--- src/rtl/sss_pkg.sv ---
package sss_pkg;

    typedef enum logic [2:0] {
        MODE_NORMAL = 3'd0,
        MODE_SQUOTE = 3'd1,
        MODE_DQUOTE = 3'd2,
        MODE_BTICK  = 3'd3,
        MODE_LINEC  = 3'd4,
        MODE_BLOCKC = 3'd5
    } mode_t;

    typedef enum logic [1:0] {
        KIND_BYTE    = 2'd0,
        KIND_END     = 2'd1,
        KIND_DISCARD = 2'd2
    } kind_t;

    localparam logic [7:0] CH_SEMI   = 8'h3B;
    localparam logic [7:0] CH_DASH   = 8'h2D;
    localparam logic [7:0] CH_SLASH  = 8'h2F;
    localparam logic [7:0] CH_STAR   = 8'h2A;
    localparam logic [7:0] CH_BTICK  = 8'h60;
    localparam logic [7:0] CH_NL     = 8'h0A;
    localparam logic [7:0] CH_SQUOTE = 8'h27;
    localparam logic [7:0] CH_DQUOTE = 8'h22;
    localparam logic [7:0] CH_TAB    = 8'h09;
    localparam logic [7:0] CH_CR     = 8'h0D;
    localparam logic [7:0] CH_SPACE  = 8'h20;

    typedef struct packed {
        logic [7:0] b;
        kind_t      k;
    } ent_t;

    typedef struct packed {
        logic [1:0] n;
        logic [7:0] b0;
        kind_t      k0;
        logic [7:0] b1;
        logic       used;
        mode_t      mode;
        logic       seen;
    } dec_t;

    function automatic logic is_blank(logic [7:0] c);
        return ((c >= CH_TAB) && (c <= CH_CR)) || (c == CH_SPACE);
    endfunction

    function automatic dec_t decide(mode_t m, logic [7:0] c, logic has_nx,
                                    logic [7:0] nx, logic seen);
        dec_t       d;
        logic [7:0] q;
        d.n    = 2'd1;
        d.b0   = c;
        d.k0   = KIND_BYTE;
        d.b1   = nx;
        d.used = 1'b0;
        d.mode = m;
        d.seen = seen | !is_blank(c);
        q      = (m == MODE_SQUOTE) ? CH_SQUOTE : CH_DQUOTE;
        case (m)
            MODE_SQUOTE, MODE_DQUOTE:
            begin
                if (c == q)
                begin
                    if (has_nx && (nx == q))
                    begin
                        d.n    = 2'd2;
                        d.used = 1'b1;
                    end
                    else
                    begin
                        d.mode = MODE_NORMAL;
                    end
                end
            end
            MODE_BTICK:
            begin
                if (c == CH_BTICK)
                    d.mode = MODE_NORMAL;
            end
            MODE_LINEC:
            begin
                if (c == CH_NL)
                    d.mode = MODE_NORMAL;
            end
            MODE_BLOCKC:
            begin
                if ((c == CH_STAR) && has_nx && (nx == CH_SLASH))
                begin
                    d.n    = 2'd2;
                    d.used = 1'b1;
                    d.mode = MODE_NORMAL;
                end
            end
            default:
            begin
                if (c == CH_SQUOTE)
                    d.mode = MODE_SQUOTE;
                else if (c == CH_DQUOTE)
                    d.mode = MODE_DQUOTE;
                else if (c == CH_BTICK)
                    d.mode = MODE_BTICK;
                else if ((c == CH_DASH) && has_nx && (nx == CH_DASH))
                    d.mode = MODE_LINEC;
                else if ((c == CH_SLASH) && has_nx && (nx == CH_STAR))
                    d.mode = MODE_BLOCKC;
                else if (c == CH_SEMI)
                begin
                    d.b0   = 8'd0;
                    d.k0   = KIND_END;
                    d.seen = 1'b0;
                end
            end
        endcase
        return d;
    endfunction

endpackage

--- src/rtl/sql_statement_splitter.sv ---
// Splits script text into statements at semicolons. A byte is held back one beat for
// lookahead, so the results of a byte appear with the next beat. Each accepted beat is decided
// in the same cycle and its zero to three results are loaded into a three-entry result
// register, which drains one result per cycle with out_stall low; a new beat is taken in the
// cycle the final pending result leaves, so beats that cause one result also flow at one per
// cycle, and each extra result of escape pairs, comment closes and end of script stalls
// the input. kind 0 carries a statement byte, 1 ends a statement, 2 drops blank trailing text;
// run_end flags the last result of a beat. After a beat with last set, state is back to reset.
module sql_statement_splitter (
    input  logic                 clk,
    input  logic                 rst_n,
    input  logic                 in_valid,
    output logic                 in_stall,
    input  logic [7:0]           ch,
    input  logic                 last,
    output logic                 out_valid,
    input  logic                 out_stall,
    output logic [7:0]           out_byte,
    output sss_pkg::kind_t       kind,
    output logic                 run_end
);
    import sss_pkg::*;

    mode_t      mode_reg, mode_next;
    logic [7:0] held_byte_reg, held_byte_next;
    logic       held_valid_reg, held_valid_next;
    logic       seen_reg, seen_next;
    ent_t       ent_reg [3];
    ent_t       res [3];
    logic [1:0] cnt_reg, idx_reg;
    logic [1:0] n;
    dec_t       d1, d2;
    logic       accept, pop, last_ent;

    always_comb
    begin
        mode_next       = mode_reg;
        held_byte_next  = held_byte_reg;
        held_valid_next = held_valid_reg;
        seen_next       = seen_reg;
        n               = 2'd0;
        d1              = '0;
        d2              = '0;
        for (int i = 0; i < 3; i++)
            res[i] = '0;

        if (held_valid_reg)
        begin
            d1        = decide(mode_reg, held_byte_reg, 1'b1, ch, seen_reg);
            res[0]    = '{b: d1.b0, k: d1.k0};
            res[1]    = '{b: d1.b1, k: KIND_BYTE};
            n         = d1.n;
            mode_next = d1.mode;
            seen_next = d1.seen;
            if (d1.used)
            begin
                held_valid_next = 1'b0;
                held_byte_next  = 8'd0;
            end
            else
            begin
                held_byte_next = ch;
            end
        end
        else
        begin
            held_byte_next  = ch;
            held_valid_next = 1'b1;
        end

        if (last)
        begin
            if (held_valid_next)
            begin
                d2        = decide(mode_next, held_byte_next, 1'b0, 8'd0, seen_next);
                res[n]    = '{b: d2.b0, k: d2.k0};
                n         = n + 2'd1;
                seen_next = d2.seen;
            end
            res[n]          = '{b: 8'd0, k: (seen_next ? KIND_END : KIND_DISCARD)};
            n               = n + 2'd1;
            mode_next       = MODE_NORMAL;
            held_valid_next = 1'b0;
            held_byte_next  = 8'd0;
            seen_next       = 1'b0;
        end
    end

    assign out_valid = (cnt_reg != 2'd0);
    assign last_ent  = (idx_reg == (cnt_reg - 2'd1));
    assign pop       = out_valid && !out_stall;
    assign in_stall  = out_valid && !(last_ent && !out_stall);
    assign accept    = in_valid && !in_stall;

    assign out_byte = ent_reg[idx_reg].b;
    assign kind     = ent_reg[idx_reg].k;
    assign run_end  = last_ent;

    always_ff @(posedge clk or negedge rst_n)
    begin
        if (!rst_n)
        begin
            mode_reg       <= MODE_NORMAL;
            held_valid_reg <= 1'b0;
            seen_reg       <= 1'b0;
            cnt_reg        <= 2'd0;
            idx_reg        <= 2'd0;
        end
        else
        begin
            if (accept)
            begin
                mode_reg       <= mode_next;
                held_valid_reg <= held_valid_next;
                seen_reg       <= seen_next;
                cnt_reg        <= n;
                idx_reg        <= 2'd0;
            end
            else if (pop)
            begin
                if (last_ent)
                begin
                    cnt_reg <= 2'd0;
                    idx_reg <= 2'd0;
                end
                else
                begin
                    idx_reg <= idx_reg + 2'd1;
                end
            end
        end
    end

    always_ff @(posedge clk)
    begin
        if (accept)
        begin
            held_byte_reg <= held_byte_next;
            for (int i = 0; i < 3; i++)
                ent_reg[i] <= res[i];
        end
    end

endmodule

--- config.mk ---
export PLATFORM = sky130hd
export DESIGN_NAME = sql_statement_splitter
export DESIGN_NICKNAME = d
export VERILOG_FILES = /design/src/rtl/sss_pkg.sv /design/src/rtl/sql_statement_splitter.sv
export SDC_FILE = /design/constraint.sdc
export NUM_CORES = 1
export LEC_CHECK = 0
export ABC_CLOCK_PERIOD_IN_PS = 3250
export BUFFER_PORTS_ARGS = -buffer_cell sky130_fd_sc_hd__buf_2
export CORE_MARGIN = 4
export CORE_UTILIZATION = 54
export DETAILED_ROUTE_END_ITERATION = 8
export PLACE_DENSITY = 0.8
export RECOVER_POWER = 100
export REMOVE_ABC_BUFFERS = 1
export SLEW_MARGIN = 15
export SYNTH_ARGS = -nofsm -noshare
export SYNTH_HDL_FRONTEND = slang
export SYNTH_SLANG_ARGS = --single-unit
--- constraint.sdc ---
create_clock -name clk -period 3.25 [get_ports clk]
set_input_delay 0.8125 -clock clk [delete_from_list [all_inputs] [get_ports clk]]
set_output_delay 0.8125 -clock clk [all_outputs]
set_load 0.02 [all_outputs]
---- Word level (Yosys, flattened, before mapping) ----
Memories as Yosys holds them, arrays and structs flattened.
Index checks and enable logic that the tools add are counted.
word-level totals
  register bits ........................... 17
  logic and storage cells ................. 157
  output and inout port bits .............. 13
  RAM bits ................................ 30
  memories ................................ 1
memories
  name     depth  width  rd ports  clocked after Yosys merged registers in  write ports  RTL line                      source
  ent_reg  3      10     1         0                                        3            sql_statement_splitter.sv:28  ent_t ent_reg [3];
cells by class
  $lt $le $gt $ge ......................... 8
  equal/unequal tests ..................... 30
  bitwise operators ....................... 4
  reductions and logical operators ........ 25
  mux-type cells .......................... 79
  add/subtract/negate cells ............... 4
operators with widths
  operator               number
  $mux W10               16
  $eq A8 B6 Y1 const B   14
  $mux W30               3
  $bwmux W30             2
  $demux W10 S2          2
  $mux W3                11
  $mux W2                14
  $mux W1                23
  $mux W20               1
  $eq A8 B6 Y1           2
  $eq A8 B7 Y1 const B   2
  $ge A8 B4 Y1 const B   2
  $le A8 B4 Y1 const B   2
  $mux W8                2
  $eq A3 B2 Y1 const B   4
  $eq A3 B3 Y1 const B   4
  $pmux W3 S4            1
  $logic_and A1 B1 Y1    11
  $reduce_or A5 Y1       2
  $eq A8 B4 Y1 const B   1
  $mux W4                2
  $add A2 B1 Y2 const B  3
  $eq A3 B1 Y1 const B   2
  $ge A3 B3 Y1 const B   2
  other kinds (12)       22

---- Longest topological paths before layout ----
Gate-level depths: netlist of run 1.
  depth in word-level cells ............... 24
  mapped depth ............................ 13
  depth with buffers taken out ............ 12

---- Worst setup path after synthesis of run 1 ----
Ideal clock, no wire load.
  kind .................................... input to register
  start point ............................. input ch[5]
  end point ............................... memory ent_reg[0][2] (netlist name), data pin
  path slack .............................. -0.684 ns
  stages .................................. 12
  setup time .............................. 0.256 ns
  arrival time ............................ 3.678 ns
  cells stage by stage .................... buf_2 > or4b_4 > nor3b_4 > nand2_1 > or4_1 > o22ai_1 > nand2_1 > ha_1 > ha_1 > nor2_1 > and3_1 > a22o_1
RTL lines
  item             RTL line                      source
  start, declared  sql_statement_splitter.sv:14  input logic [7:0] ch,
  end, declared    sql_statement_splitter.sv:28

==> results of run 1 <==
where the power goes:
part           internal [uW]  switching [uW]  total (uW)
clock                    232             201         432
sequential               893             135        1030
combinational            745            1100        1850
total                   1870            1440        3310
kinds of logic after synthesis:
group / Yosys count / share of synthesized area [%]
AO/OA/AOI/OAI: 77 / 17.5
XOR/XNOR: 2 / 0.561
adder cells (fa/ha/maj): 7 / 2.80
buffers and inverters: 35 / 4.53
flip-flops: 47 / 43.7
multiplexers: 15 / 5.01
AND/OR/NAND/NOR: 144 / 25.8
layout make-up:
| cell class | count | share of cell area (%) |
|---|---|---|
| Clock buffer | 5 | 1.67 |
| Tap cell | 72 | 2.19 |
| Timing Repair Buffer | 90 | 15.2 |
| Inverter | 15 | 1.43 |
| Clock inverter | 3 | 1.12 |
| Sequential cell | 47 | 33.2 |
| Multi-Input combinational cell | 245 | 45.2 |
worst max-delay path, cell delays in order:
cell and delay [ns]:
buf_6 0.10, or4b_4 0.58, nor3b_4 0.23, nand2_2 0.10, o41a_1 0.44, o22ai_2 0.17
nand2_2 0.11, ha_4 0.30, ha_4 0.16, o21ai_4 0.07, and3_4 0.20, a32o_1 0.22
layer usage:
metal | track usage (%) | part of all wire (%) | vias to the layer above
li1 | - | - | 1389
met1 | 31.2 | 39 | 1482
met2 | 42.0 | 51 | 206
met3 | 2.86 | 7.5 | 31
met4 | 10.7 | 2.7 | 0
met5 | 0 | 0 | -
final timing paths:
check / startpoint / end / slack (ns)
worst max register to register: held_byte_reg[0] / ent_reg[1][7] / 0.05
worst min register to register: cnt_reg[1] / cnt_reg[1] / 0.52
min in group clk: cnt_reg[1] / cnt_reg[1] / 0.52
worst min-delay path: rst_n / idx_reg[0] / 0.44
max in group asynchronous: rst_n / mode_reg[1] / 2.46
worst max-delay path: ch[7] / ent_reg[0][6] / -0.16
metrics by stage:
stage | utilization (%) | hold WS (ns) | power, uW | area [sq um]
floorplan | - | 0.473 | 2000 | 3040
global placement | 65.8 | 0.495 | 2540 | 3670
detailed placement | 65.8 | 0.502 | 2600 | 3670
CTS | 71.2 | 0.353 | 3110 | 3970
global route | 73.9 | 0.470 | 3500 | 4120
finish | 73.9 | 0.440 | 3310 | 4120
timing repair:
action                     CTS  global route
resized for setup           33            32
pin swaps                   23            16
cloned                       0             0
setup endpoints to repair   27            39
buffers inserted             7             6
layout by cell type (no fill, tap or decap), drive strengths merged, types with 9 or more instances in the layout:
master	count
a21oi	12
a22o	9
and2	25
buf	74
clkbuf	21
dfrtp	9
edfxtp	38
inv	16
mux2i	13
nand2	36
nor2	24
nor3	9
o21ai	20
==> metrics, run 1 <==
Num Clock Sinks 47; GPL Wtd Cong 0.992; Yosys cell types between 50 and 60; TritonCTS clock tree done; io pins 26; 1st-iter DRT viols 427; largest net degree at the start of global routing 24; Gate Count Post-Synth 327; EDFF count, synth 38; Final Cycle Share 105%; Initial Util 56.0%; initial antenna violation count 0; TNS Setup -2.08 ns; clock skew 0.0118 ns; drt first pass iters 5; max reg flops 30; Syn-to-layout area delta 31.9%; Post-synth top cells edfxtp_1, nand2_1, and2_1; unrepaired setup endpoints after global routing true; storage element area 0.00137 sq mm; FF-to-FF path depth 10; HPWL Detailed between 5000 and 6000 microns; crit end category flop; Root Buffer clkbuf_8; Clock Path Buffers 2; pwr dens 803 mW/mm^2; worst slew pin tran 0.936 ns; grt ovf 0; Vias/cell 6.52; crit path time final 3.41 ns; Clock H-tree levels 2; maximum VDD drop ~480 uV; post-synthesis sequential area ratio 43.8%; Die Y 84.1 microns; Synth Warn # 0; Vias 3108; die width 84.1 microns; Rows 27; Total GRT Usage about a quarter; Seq cells post-synth 47; LEAKAGE 0.00156 uW; outcome complete, but fails checks; CTS Hold Bufs 0; post-synth top area share 36.5%; full die area 0.00706 sq mm; relative slew slack between 30% and 40%; Routed WL 9510 microns; Port Buf Inserts 25; CORE AREA about 0.0056 sq mm; layout cells sized above 1 between 30% and 40%; Avg WL per Cell 19.9 microns; crit path launch type primary input; max-slew violations 0; multi-input logic area 0.00186 sq mm; Mean Syn Cell Area approximately 9.6 sq um; CP Max Fanout 5; Non-Filler Instances between 400 and 500; Tightest Hold Check Type in2async; final setup fails 23; Worst Path Required 3.32 ns; Nets 424; Syn Std Cell Area 0.00312 sq mm; Clock transition at path regs ~0.090 ns; vias in the first global route 2891; Fin. Hold Viols 0; wire length of the first global-routing pass 13900 microns; failing checks negative setup slack; worst setup path class in2reg; FFs w/ async S/R, synth 19.1%; MaxCap Viol Count 0; maximum clock frequency 294 MHz; DRC violation count after routing 0; most instantiated library cell after synthesis edfxtp_1; Synth area leaders edfxtp_1, dfrtp_1, and2_1; Clock Latency Late Sink 0.31 ns; Worst EP arrival 3.48 ns; dominant synthesized flop cell edfxtp_1; fill count 376; worst setup margin -0.157 ns; ant diodes 0; Yosys top cell by area edfxtp_1; dpl ws -0.634 ns; placed insts 459; CTS Buf Count 5; Antenna Violating Nets Remaining 0
Note: power is estimated with default switching activity, not from simulation.
==> run 2: changes to the inputs <==
--- a/config.mk
+++ b/config.mk
@@ -15,3 +15,3 @@
 export REMOVE_ABC_BUFFERS = 1
-export SLEW_MARGIN = 15
+export SLEW_MARGIN = 20
 export SYNTH_ARGS = -nofsm -noshare
==> constraint.sdc (replaced) <==
create_clock -name clk -period 3.25 [get_ports clk]
set_input_delay 0 -clock clk [delete_from_list [all_inputs] [get_ports clk]]
set_output_delay 0 -clock clk [all_outputs]
set_load 0.02 [all_outputs]
==> metrics, run 2 (synthesis results as in run 1) <==
Initial Util 56.0%; full die area slightly above 0.007 sq mm; Clock Path Buffers 2; DRC violation count after routing 0; io pins 26; Nets 393; worst slew pin tran 0.663 ns; Tightest Hold Check Type in2reg; Seq pwr share a little over a third; Port Buf Inserts 25; initial antenna violation count 0; internal power around 1700 uW; Clk pwr share 14.7%; Antenna Violating Nets Remaining 0; crit path launch type flop; pwr dens just over 800 mW/mm^2; Total GRT Usage 20.9%; Final Cycle Share 98.4%; final setup fails 0; Worst Path Required 3.32 ns; 1st-iter DRT viols 296; worst setup path class reg2reg; CP cell instances nor3b_4 > mux2_4 > nand2_1 > or4_1 > o22ai_1 > nand2_1 > ha_1 > ha_4 > o21ai_2 > and3_2 > a32o_1; Routed WL roughly 7700 microns; Sw Ratio 42.7%; outcome complete, no violations; Num Clock Sinks 47; Syn-to-layout area delta 17.5%; drt first pass iters 5; Root Buffer clkbuf_8; Clock H-tree levels 2; Fin. Hold Viols 0; hold slack final 0.109 ns; wire length of the first global-routing pass 12000 microns; maximum clock frequency 313 MHz; total power 2990 uW; CTS Buf Count 5; max reg flops 30; commonest cells after routing, fill and taps aside edfxtp_1, nand2_1, buf_4, and2_1, nor2_1; combinational share of power about half; crit end category flop; vias in the first global route about 2.5k; CP max stage cell or4_1; CORE AREA 0.00557 sq mm; area post-placement around 0.0034 sq mm; Rows 27; Vias/cell 6.26; GPL Wtd Cong 1.03; most common cell after layout, fill and taps aside edfxtp_1; CP Max Fanout 5; Avg WL per Cell 17.2 microns; relative slew slack a little under three fifths; die width 84.1 microns; Worst EP arrival between 3 and 4 ns; switching power total between 1000 and 1500 uW; layout cells sized above 1 19.3%; Clock transition at path regs about 0.09 ns; MaxCap Viol Count 0; Vias 2794; maximum VDD drop roughly 520 uV; HPWL Detailed around 5200 microns; max-slew violations 0; Clock Latency Late Sink 0.31 ns; grt ovf 0; ant diodes 0; clock skew around 0.014 ns; CP most frequent cell nand2_1; LEAKAGE 0.00137 uW; Slowest Stage Delay on Critical Path 0.52 ns; TritonCTS clock tree done; largest net degree at the start of global routing between 40 and 50; Die Y 84.1 microns; Final Cell Area about 0.0037 sq mm; crit path time final 3.20 ns
## run 2: area by class of cell
cell class / count / area [sq um]
inverter: 15 / 56.3
clock buffer: 5 / 68.8
timing repair buffer: 59 / 368
fill: 443 / 1910
tap: 72 / 90.1
multi-input combinational: 245 / 1670
clock inverter: 3 / 46.3
sequential: 47 / 1370
## run 2: power by group through the flow
stage	sequential [uW]	combinational (uW)	clock, uW
global placement	1050	1390	0
floorplan	1070	931	0
global route	1060	1660	468
CTS	1040	1430	442
finish	1040	1510	439
detailed placement	1050	1410	0
## run 2: metrics by stage
step                instances  setup slack [ns]  TNS (ns)  util [%]
floorplan                 307            0.0704         0         -
global placement          426             0.154         0      61.3
CTS                       436            0.0351         0      63.7
finish                    446            0.0528         0      65.8
global route              446           -0.0493    -0.229      65.8
detailed placement        426            0.0939         0      61.3
## run 2: routing by layer
layer	wire (microns)	GRT usage, %
met5	0	0
met4	319	10.7
met1	3250	28.6
met2	3490	32.4
met3	626	2.57
## run 2: what timing repair did
item / in CTS / in global routing
endpoints found under the setup margin: 0 / 15
buffers inserted: 0 / 10
hold buffers: 2 / 0
endpoints found under the hold margin: 11 / 0
resized for setup: 0 / 12
## run 2: path summary, 6_finish.rpt
kind                       cells past startpoint       endpoint         from  slack, ns
hold / removal                                 3     idx_reg[0]    out_stall       0.11
setup reg to reg                              11  ent_reg[0][6]  mode_reg[1]       0.05
max in group asynchronous                      2     idx_reg[0]        rst_n       2.74
min in group asynchronous                      2     cnt_reg[0]        rst_n       0.17
setup / recovery                              11  ent_reg[0][6]  mode_reg[1]       0.05
hold reg to reg                                1     cnt_reg[1]   cnt_reg[1]       0.52
## run 2: worst max-delay path: cells and delay by family (launching register included)
family	cells	cell delay, ns
multiplexers	1	0.26
AND/OR/NAND/NOR	5	1.30
AO/OA/AOI/OAI	3	0.43
adder cells (fa/ha/maj)	2	0.57
flip-flops	1	0.41
==> run 3: changes to the inputs <==
Settings changed: ABC_AREA set to 1.
==> metrics, run 3 <==
placed insts 535; crit path time final 2.90 ns; worst setup margin 0.354 ns; Vias/cell 5.69; Synth Warn # 0; Syn Std Cell Area 0.00322 sq mm; relative slew slack 47.6%; Hold Crit Endpoint held_byte_reg[7]; max reg flops 30; M1 GR Usage 32.6%; maximum VDD drop 462 uV; most common cell after layout, fill and taps aside nand2_1; Yosys top cell by area edfxtp_1; Yosys cell types 36; HPWL Detailed 6240 microns; Antenna Violating Nets Remaining 0; Die Y 85.2 microns; Nets 492; Clock transition at path regs 0.10 ns; Critical R2R Capture ent_reg[0][3]; fill count approximately 530; Synth area leaders edfxtp_1, nand2_1, nor2_1; Initial Util between 50% and 60%; Clock H-tree levels 2; Syn-to-layout area delta 9.38%; met2 Use GR about 37%; Tightest Hold Check Type in2reg; dominant synthesized flop cell edfxtp_1; Seq pwr share 34.7%; FF-to-FF path depth 13; DRC violation count after routing 0; reg-to-reg startpoint held_byte_reg[4]; io pins 26; Port Buf Inserts 25; worst setup path class reg2reg; hold path cells 3; commonest cells after routing, fill and taps aside nand2_1, nor2_1, inv_1, edfxtp_1, a21oi_1; Root Buffer clkbuf_8; Vias 3100; pwr dens just under 900 mW/mm^2; most instantiated library cell after synthesis nand2_1; 1st-iter DRT viols 361; Worst EP arrival 3.05 ns; flop2flop setup slack 0.35 ns; internal power 1630 uW; post-synth top area share 35.5%; full die area 0.00725 sq mm; post-synthesis sequential area ratio 42.5%; quantity of gates resized following cts 0; Clock Path Buffers 2; final setup fails 0; ant diodes 0; drt first pass iters 5; Avg WL per Cell between 10 and 15 microns; outcome complete, no violations; Routed WL 8070 microns; Clk pwr share approximately 14%; FFs w/ async S/R, synth 19.1%; Mean Syn Cell Area 7.21 sq um; combinational share of power 50.8%; layout cells sized above 1 9.09%; Seq cells post-synth 47; clock skew between 0.01 and 0.015 ns; crit path launch type flop; GRT Max-Usage Layer met2; initial antenna violation count 0; die width 85.2 microns; origin of the worst min-delay path ch[7]; largest net degree at the start of global routing 32; grt ovf 0; Fin. Hold Viols 0; wire length of the first global-routing pass approximately 14000 microns; Num Clock Sinks 47; CP Launch Point held_byte_reg[4]; vias in the first global route around 2.9k; CORE AREA 0.00564 sq mm; CP Max Fanout 5; Non-Filler Instances 545; Gate Count Post-Synth 446; EDFF count, synth 38; crit end category flop; Total GRT Usage roughly a quarter; Worst Path Required 3.40 ns; worst slew pin tran approximately 0.78 ns; MaxCap Viol Count 0; switching power total 1420 uW; M3 GR Usage around 3.6%; TritonCTS clock tree done; GPL Wtd Cong 1.09; Final Cycle Share between 80% and 90%; Rows 27; area post-placement 0.00342 sq mm; Post-synth top cells nand2_1, nor2_1, inv_1; Clock Latency Late Sink 0.31 ns; unrepaired setup endpoints after global routing false; max-slew violations 0; maximum clock frequency 345 MHz; dpl ws about 0.44 ns; CTS Buf Count 5; LEAKAGE 0.00162 uW; Sw Ratio 46.5%; Final Cell Area 0.00352 sq mm
==> run 3: kinds of logic after synthesis <==
| logic type | after synthesis | share of synthesized area [%] |
|---|---|---|
| AOI/OAI and AO/OA | 67 | 12.8 |
| xor gates and xnor gates | 2 | 0.545 |
| adders and majority gates | 7 | 2.72 |
| buffers and inverters | 69 | 8.40 |
| DFF | 47 | 42.5 |
| and+or+nand+nor | 254 | 33.0 |
==> run 3: area by class of cell <==
class | count | area [sq um] | share of cell area, %
Sequential cell | 47 | 1370 | 38.8
Inverter | 57 | 214 | 6.08
Multi-Input combinational cell | 330 | 1570 | 44.5
Clock inverter | 3 | 46.3 | 1.32
Clock buffer | 5 | 68.8 | 1.96
Timing Repair Buffer | 31 | 165 | 4.70
Tap cell | 72 | 90.1 | 2.56
==> run 3: power by group through the flow <==
stage               Sequential [uW]  Combinational (uW)  Clock (uW)
floorplan                      1050                1120           0
global placement               1060                1540           0
detailed placement             1070                1580           0
CTS                            1060                1590         448
global route                   1080                1720         482
finish                         1060                1550         443
==> run 3: routing by layer <==
metal	share of wire, %	vias up
met5	0	-
met4	3.3	0
met3	8.1	30
met2	45	156
met1	43	1406
li1	-	1508
==> run 3: metrics by stage <==
step / util [%] / TNS [ns] / power, uW / hold slack, ns
global route: 62.3 / 0 / 3280 / 0.115
CTS: 63.1 / 0 / 3100 / 0.0759
global placement: 60.7 / 0 / 2600 / -0.134
detailed placement: 60.7 / 0 / 2650 / -0.132
finish: 62.3 / 0 / 3050 / 0.0819
floorplan: - / -0.648 / 2170 / -0.296
==> run 3: how the worst max path moves through the flow <==
stage / end
floorplan: cnt_reg[0]
global placement: ent_reg[0][0]
detailed placement: ent_reg[0][0]
CTS: ent_reg[0][7]
global route: ent_reg[0][3]
finish: ent_reg[0][3]
==> run 3: repair_timing <==
action | in CTS | in global routing
buffers inserted | 0 | 0
hold buffers | 2 | 0
endpoints found under the hold margin | 10 | 0
==> run 3: worst max-delay path, cell delays in order (launching register included) <==
cell,delay [ns]
edfxtp_1,0.43
inv_2,0.10
nand2_1,0.08
nor2_2,0.22
nand2_1,0.09
a21oi_1,0.20
nand3_1,0.11
nand2_1,0.10
nand2_1,0.13
ha_1,0.39
ha_1,0.26
nor2_1,0.21
nand2_1,0.20
o21ai_0,0.22
